===== src/design/lbs_pkg.sv =====
// Package with the shared constants, command codes and types of the skinning core.
package lbs_pkg;

    localparam int DefMaxBones = 256;
    localparam int DefFracBits = 16;
    localparam int WeightBits  = 16;
    localparam int PosWords    = 12;
    localparam int RotWords    = 9;

    localparam logic [2:0] CMD_LOAD_POS = 3'd0;
    localparam logic [2:0] CMD_LOAD_ROT = 3'd1;
    localparam logic [2:0] CMD_SKIN_POS = 3'd2;
    localparam logic [2:0] CMD_SKIN_ROT = 3'd3;
    localparam logic [2:0] CMD_REPORT   = 3'd4;

    localparam logic [1:0] KIND_POS  = 2'd0;
    localparam logic [1:0] KIND_BASIS = 2'd1;
    localparam logic [1:0] KIND_MIN  = 2'd2;
    localparam logic [1:0] KIND_MAX  = 2'd3;

    localparam logic signed [31:0] Q_MAX = 32'sh7FFF_FFFF;
    localparam logic signed [31:0] Q_MIN = 32'sh8000_0000;

    typedef struct packed {
        logic [2:0]         command;
        logic [7:0]         bone_index;
        logic [3:0]         element_index;
        logic signed [31:0] x;
        logic signed [31:0] y;
        logic signed [31:0] z;
        logic [16:0]        weight0;
        logic [16:0]        weight1;
        logic [16:0]        weight2;
        logic [23:0]        packed_bones;
    } t_in_item;

    typedef struct packed {
        logic [1:0]         result_kind;
        logic signed [31:0] out_x;
        logic signed [31:0] out_y;
        logic signed [31:0] out_z;
        logic               degenerate;
        logic               last;
    } t_out_item;

    // Saturate a wide signed value into 32 bits.
    function automatic logic signed [31:0] sat32(input logic signed [95:0] v);
        logic signed [31:0] r;
        if (v > 96'sh7FFF_FFFF) r = Q_MAX;
        else if (v < -96'sh8000_0000) r = Q_MIN;
        else r = v[31:0];
        return r;
    endfunction

endpackage


===== src/design/lbs_if.sv =====
// Valid/ready channel interfaces for the input and result items.
interface lbs_in_if;
    logic valid;
    logic ready;
    lbs_pkg::t_in_item data;
    modport source (output valid, output data, input ready);
    modport sink (input valid, input data, output ready);
endinterface



===== src/design/lbs_front.sv =====
// Front end: accepts items, drops loads and unknown commands it must ignore, queues the rest.
module lbs_front #(
    parameter int MAX_BONES = lbs_pkg::DefMaxBones
) (
    input  logic             i_clk,
    input  logic             i_rst_n,
    lbs_in_if.sink           i_in,
    output lbs_pkg::t_in_item o_item,
    output logic             o_valid,
    input  logic             i_pop
);
    import lbs_pkg::*;

    localparam int Depth = 2;

    t_in_item   r_q [Depth];
    logic [0:0] r_wp, r_rp;
    logic [1:0] r_cnt;
    logic       keep;
    logic       push;

    always_comb begin
        case (i_in.data.command)
            CMD_LOAD_POS: keep = (32'(i_in.data.bone_index) < MAX_BONES)
                                 && (i_in.data.element_index < 4'(PosWords));
            CMD_LOAD_ROT: keep = (32'(i_in.data.bone_index) < MAX_BONES)
                                 && (i_in.data.element_index < 4'(RotWords));
            CMD_SKIN_POS, CMD_SKIN_ROT, CMD_REPORT: keep = 1'b1;
            default: keep = 1'b0;
        endcase
    end

    assign i_in.ready = (r_cnt != 2'(Depth));
    assign push       = i_in.valid && i_in.ready && keep;
    assign o_valid    = (r_cnt != 2'd0);
    assign o_item     = r_q[r_rp];

    always_ff @(posedge i_clk) begin
        if (push) r_q[r_wp] <= i_in.data;
        if (!i_rst_n) begin
            r_wp <= '0; r_rp <= '0; r_cnt <= '0;
        end else begin
            if (push) r_wp <= r_wp + 1'b1;
            if (i_pop && o_valid) r_rp <= r_rp + 1'b1;
            r_cnt <= r_cnt + 2'(push) - 2'(i_pop && o_valid);
        end
    end
endmodule


===== src/flat_wrapper.sv =====
// flat-port wrapper written by rule: the top's interface ports become plain ports
module lbs_front_flat import lbs_pkg::*;
#(
    parameter int MAX_BONES = lbs_pkg::DefMaxBones
)
  (i_clk, i_rst_n, o_item, o_valid, i_pop, i_in_valid, i_in_data, i_in_ready);
  lbs_in_if i_in_i ();
  input  logic i_clk;
  input  logic i_rst_n;
  output lbs_pkg::t_in_item o_item;
  output logic o_valid;
  input  logic i_pop;
  input wire logic [$bits(i_in_i.valid)-1:0] i_in_valid;
  input wire logic [$bits(i_in_i.data)-1:0] i_in_data;
  output wire logic [$bits(i_in_i.ready)-1:0] i_in_ready;
  assign i_in_i.valid = i_in_valid;
  assign i_in_i.data = i_in_data;
  assign i_in_ready = i_in_i.ready;
  lbs_front #(.MAX_BONES(MAX_BONES)) u_core (.i_clk(i_clk), .i_rst_n(i_rst_n), .i_in(i_in_i), .o_item(o_item), .o_valid(o_valid), .i_pop(i_pop));
endmodule

===== config.mk =====
export PLATFORM = sky130hd
export DESIGN_NAME = lbs_front_flat
export DESIGN_NICKNAME = d
export VERILOG_FILES = /design/src/design/lbs_pkg.sv /design/src/design/lbs_if.sv /design/src/design/lbs_front.sv /design/src/flat_wrapper.sv
export SDC_FILE = /design/constraint.sdc
export NUM_CORES = 1
export LEC_CHECK = 0
export BUFFER_PORTS_ARGS = -buffer_cell sky130_fd_sc_hd__buf_2
export CORE_MARGIN = 4
export CORE_UTILIZATION = 50
export DETAILED_ROUTE_END_ITERATION = 8
export PLACE_DENSITY_LB_ADDON = 0.2
export SETUP_SLACK_MARGIN = 0.5
export SLEW_MARGIN = 10
export SYNTH_ARGS = -nofsm -noshare
export SYNTH_HDL_FRONTEND = slang
export SYNTH_SLANG_ARGS = --single-unit

===== constraint.sdc =====
create_clock -name i_clk -period 12.1 [get_ports i_clk]
set_input_delay 0.605 -clock i_clk [delete_from_list [all_inputs] [get_ports i_clk]]
set_output_delay 0.605 -clock i_clk [all_outputs]
set_load 0.02 [all_outputs]

**After elaboration in Yosys (flattened, before gate mapping)**

Memories as Yosys holds them, arrays and structs flattened. A register that Yosys moved wholly into a read port is not among the register bits.
Index checks and enable logic that the tools add are counted.

- Bits in registers: 4
- Memory bits (writable): 372
- Input bits: 190
- Output and inout bits: 188
- Logic and storage cells: 26
- Memories kept: 1

Memories:

| name | depth | bits a word | read ports | clocked after Yosys merged registers in | write ports | line | source |
|---|---|---|---|---|---|---|---|
| u_core.r_q | 2 | 186 | 1 | 1 | 1 | lbs_front.sv:16 | `t_in_item r_q [Depth];` |

- Add/sub/neg operators: 4
- $lt $le $gt $ge: 2
- Equal/unequal tests: 5
- Mux-type cells: 5
- Reduce and logical (&&, ||, !) cells: 6

Operator list:

| operator | count |
|---|---|
| $lt 4x4->1 const B | 2 |
| $eq 3x2->1 const B | 2 |
| $mux 1 | 4 |
| $eq 3x1->1 const B | 1 |
| $eq 3x3->1 const B | 1 |
| $logic_and 1x1->1 | 3 |
| $logic_not 3->1 | 1 |
| $pmux 1 s3 | 1 |
| $reduce_or 3->1 | 1 |
| $add 1x1->1 const B | 2 |
| $add 2x1->2 | 1 |
| $ne 2x2->1 const B | 1 |
| $reduce_bool 2->1 | 1 |
| $sub 2x1->2 | 1 |

**Logic depth before layout (Yosys ltp)**

- Depth after elaboration: 6
- Depth in mapped cells: 8
- Mapped depth without buffers: 8

**Worst setup path after synthesis**

No wires, ideal clock.

- Path kind: input to register
- Start: input i_in_data[171]
- End: memory u_core.r_q[0][0] (netlist bit), enable pin
- Setup time: 0.757 ns
- Arrival time: 9.290 ns
- Required time: 11.343 ns
- Setup slack: 2.053 ns
- Stages: 4
- Path buffers: 0
- Cells stage by stage: o21ai_0 > o21ai_0 > a31oi_2 > nor2b_1

- Cells in the longest elaborated chain, start to end: 5
- Elaborated cells on any way between the ends: 6
- Classes of those cells: order compare (2); mux (3); reduce/logical (1)

RTL lines:

| element | line | source |
|---|---|---|
| start, declared | flat_wrapper.sv:14 | `input wire logic [$bits(i_in_i.data)-1:0] i_in_data;` |
| $lt 4x4->1, on equally long branches | lbs_front.sv:27, lbs_front.sv:25 |  |
| $pmux 1 s3 * | lbs_front.sv:23 | `case (i_in.data.command)` |
| $logic_and 1x1->1 * | lbs_front.sv:34 | `assign push = i_in.valid && i_in.ready && keep;` |
| $mux 1 * | lbs_front.sv:39 | `if (push) r_q[r_wp] <= i_in.data;` |
| $mux 1 (implied by the code) * | lbs_front.sv:39 |  |
| end, declared | lbs_front.sv:16 |  |

Mark *: on every way between the ends. The rest lies on a longest branch, timed or not.

==> flow_metrics.tcl <==
set metrics [dict create \
    crit_path_max_fo 58 \
    fin_crit_ns 4.01 \
    layout.area.seq_um2 11300 \
    drv_slew 0 \
    initial_utilization_pct 51.0 \
    avgViaCountPerCell 4.93 \
    wl_mm 27.3 \
    port_buffers 377 \
    timing.max_cap.violations 0 \
    internal_power_mw 2.61 \
    post-place-ws_ns 8.48 \
    vdd_drop_max_v 0.000160 \
    power.clock.fraction_pct 31.3 \
    final.setup_skew_ns 0.0103 \
    worst_hold_path_type "primary input to register" \
    floorplan.die.width_um 177 \
    crit_arrival_ns 3.41 \
    nets 1206 \
    seqPwrFrac_pct 44.5 \
    cts_buffer_depth 3 \
    initial_antenna_violation_count 9 \
    wl_per_cell_um 19.1 \
    rsz0062_at_grt "no" \
    power.share.combinational_pct 24.2 \
    cp_cell_sequence "buf_4 -> buf_4 -> mux2_4 -> buf_2" \
    synthArstFlopShare_pct 0 \
    worst_pin_slew_ns 1.12 \
    number_of_gates_resized_after_cts 0 \
    htreeDepth 2 \
    die_h_um 177 \
    final_cell_mix "377 x sky130_fd_sc_hd__buf_2, 372 x sky130_fd_sc_hd__edfxtp_1, 140 x sky130_fd_sc_hd__mux2_4" \
    synth-main-ff-cell "sky130_fd_sc_hd__edfxtp_1" \
    dr_total_vias 7032 \
    global_route_wire_length_before_repair_mm 39.7 \
    die_area_um2 31300 \
    syn_avg_cell_area_um2 23.4 \
    worstSetupEndpointType "output pin" \
    synthCells 610 \
    setup.worst_path.start_class "register" \
    max_stage_delay_ns 0.90 \
    worst_slew_margin_rel_pct 25.6 \
    standard_cell_row_count 61 \
    io_pins 378 \
    finalSetupTns_ns 0 \
    drt_iter0_markers 442 \
    cts_made_buffers 39 \
    ys_warn_count 0 \
    critical_path_required_ns 11.49 \
    cts-root-buf "sky130_fd_sc_hd__clkbuf_16" \
    netSwitchingFraction_pct 27.0 \
    grt_max_degree 81 \
    net-switching-power_uw 965 \
    syn-cell-area_um2 14300 \
    tritoncts "done" \
    synth_sequential_area_ratio_pct 78.9 \
    number_of_synthesized_flops_with_an_enable_pin 372 \
    synthDistinctLibCells 19 \
    number_of_global_route_vias_before_repair 7159 \
    detailed_place_hpwl_mm 18.4 \
    fillCellCount 2061 \
    static-leakage-power_nw 6.81 \
    worst_path_most_repeated_cell "sky130_fd_sc_hd__buf_4" \
    gr-total-overflow 0 \
    clock_latency_ns 0.50 \
    multi_input_comb_area_um2 2790 \
    critical_path_class "register to output pin" \
    outcome "completed" \
    first_pass_iters 4 \
    area.growth.synth_to_final_pct 24.2 \
    synth_fp_nets 802 \
    cpMaxStageDelayCell "sky130_fd_sc_hd__buf_4" \
    core_area_um2 28000 \
    post-cts-setup-buffers 0 \
    cts_sinks 377 \
    postSynthRegisterBits 377 \
    ctsHoldBuffers 0 \
    powerDensity_nw_per_um2 202 \
    timing.final.crit_share_pct 33.2 \
    drcViolationCount 0 \
    layout.cells.most_common "sky130_fd_sc_hd__buf_2" \
    share_of_post_route_cells_with_drive_strength_above_1_pct 59.8 \
    final_report_setup_violation_count 0 \
    grt.total_usage_pct 16.6 \
    drt.antenna.violating_nets 0 \
    setup_ws_ns 8.09 \
    clk_transition_reported_paths_ns 0.06 \
    achievable_freq_ghz 0.249 \
    timing.final.hold_violations 0 \
    gp_congestion 0.739 \
]
## per-layer routing
layer  wire (µm)  vias to the layer above  GRT usage (%)
met3        2280                       64           4.12
met2       13600                      271           27.5
met5          16                        -              0
li1            -                     3252              -
met1       10500                     3443           20.8
met4         942                        2           7.58
## power groups by stage
stage | Clock [mW] | Combinational, mW | Sequential (mW)
floorplan | 0 | 0.657 | 1.63
global placement | 0 | 0.876 | 1.61
detailed placement | 0 | 0.878 | 1.62
CTS | 1.16 | 0.880 | 1.59
global route | 1.21 | 0.917 | 1.60
finish | 1.12 | 0.866 | 1.59
## worst max-delay path: cells and delay by family, from the launching register on
family | cells | cell delay (ns)
buffers and inverters | 3 | 1.69
flip-flops | 1 | 0.70
multiplexers | 1 | 0.37
## synth_stat cells (2+ instances only)
cell type / number / area [µm²]
sky130_fd_sc_hd__edfxtp_1: 372 / 11200
sky130_fd_sc_hd__mux2_4: 140 / 2100
sky130_fd_sc_hd__mux2_2: 46 / 518
sky130_fd_sc_hd__buf_6: 17 / 191
sky130_fd_sc_hd__dfxtp_1: 5 / 100
sky130_fd_sc_hd__buf_2: 4 / 20.0
sky130_fd_sc_hd__inv_1: 4 / 15.0
sky130_fd_sc_hd__and2_1: 3 / 18.8
sky130_fd_sc_hd__nor2b_1: 3 / 18.8
sky130_fd_sc_hd__o21ai_0: 3 / 15.0
sky130_fd_sc_hd__xnor2_1: 3 / 26.3
sky130_fd_sc_hd__ha_1: 2 / 25.0
sky130_fd_sc_hd__nand2b_1: 2 / 12.5
## sequential cells by signal, indices dropped and copies added (netlist names), named ones only
signal        flops
u_core.r_cnt      2
u_core.r_q      372
u_core.r_rp       1
u_core.r_wp       1
## kinds of logic (layout without fill, tap and decap cells)
| group | after synthesis | count (layout) | share of synthesized area (%) |
|---|---|---|---|
| other | 0 | 8 | 0 |
| AND/OR/NAND/NOR | 12 | 12 | 0.517 |
| adder cells (fa/ha/maj) | 2 | 2 | 0.175 |
| flip-flops | 377 | 377 | 78.9 |
| buffers and inverters | 25 | 456 | 1.59 |
| XOR/XNOR | 3 | 3 | 0.184 |
| AO/OA/AOI/OAI | 4 | 4 | 0.193 |
| multiplexers | 187 | 187 | 18.4 |
## cell type report
| cell class | count | area share, % |
|---|---|---|
| clock inverters | 21 | 0.953 |
| repair buffers | 384 | 10.9 |
| diodes | 8 | 0.113 |
| clock buffers | 47 | 5.91 |
| multi-input cells | 208 | 15.7 |
| well taps | 378 | 2.67 |
| flip-flops and latches | 377 | 63.6 |
| inverters | 4 | 0.0847 |
## stage by stage
stage | instance area [µm²] | util [%] | power [mW] | cells | hold WS (ns)
floorplan | 14300 | - | 2.28 | 610 | 0.451
global placement | 16500 | 58.9 | 2.49 | 1351 | 0.498
detailed placement | 16500 | 58.9 | 2.50 | 1351 | 0.518
CTS | 17700 | 63.2 | 3.63 | 1419 | 0.262
global route | 17700 | 63.3 | 3.73 | 1427 | 0.266
finish | 17700 | 63.3 | 3.58 | 1427 | 0.290
## worst paths after layout
| kind | from | to | slack [ns] | cells after the start |
|---|---|---|---|---|
| max reg2reg | u_core.r_cnt[0]$_SDFF_PN0_ | u_core.r_q[0][160]$_DFFE_PP_ | 8.92 | 5 |
| min | i_in_data[23] | u_core.r_q[0][23]$_DFFE_PP_ | 0.29 | 1 |
| min reg2reg | u_core.r_wp$_SDFFE_PN0N_ | u_core.r_wp$_SDFFE_PN0N_ | 0.53 | 2 |
| max | register | o_item[44] | 8.09 | 4 |
Power figures use the tool's default switching activity.
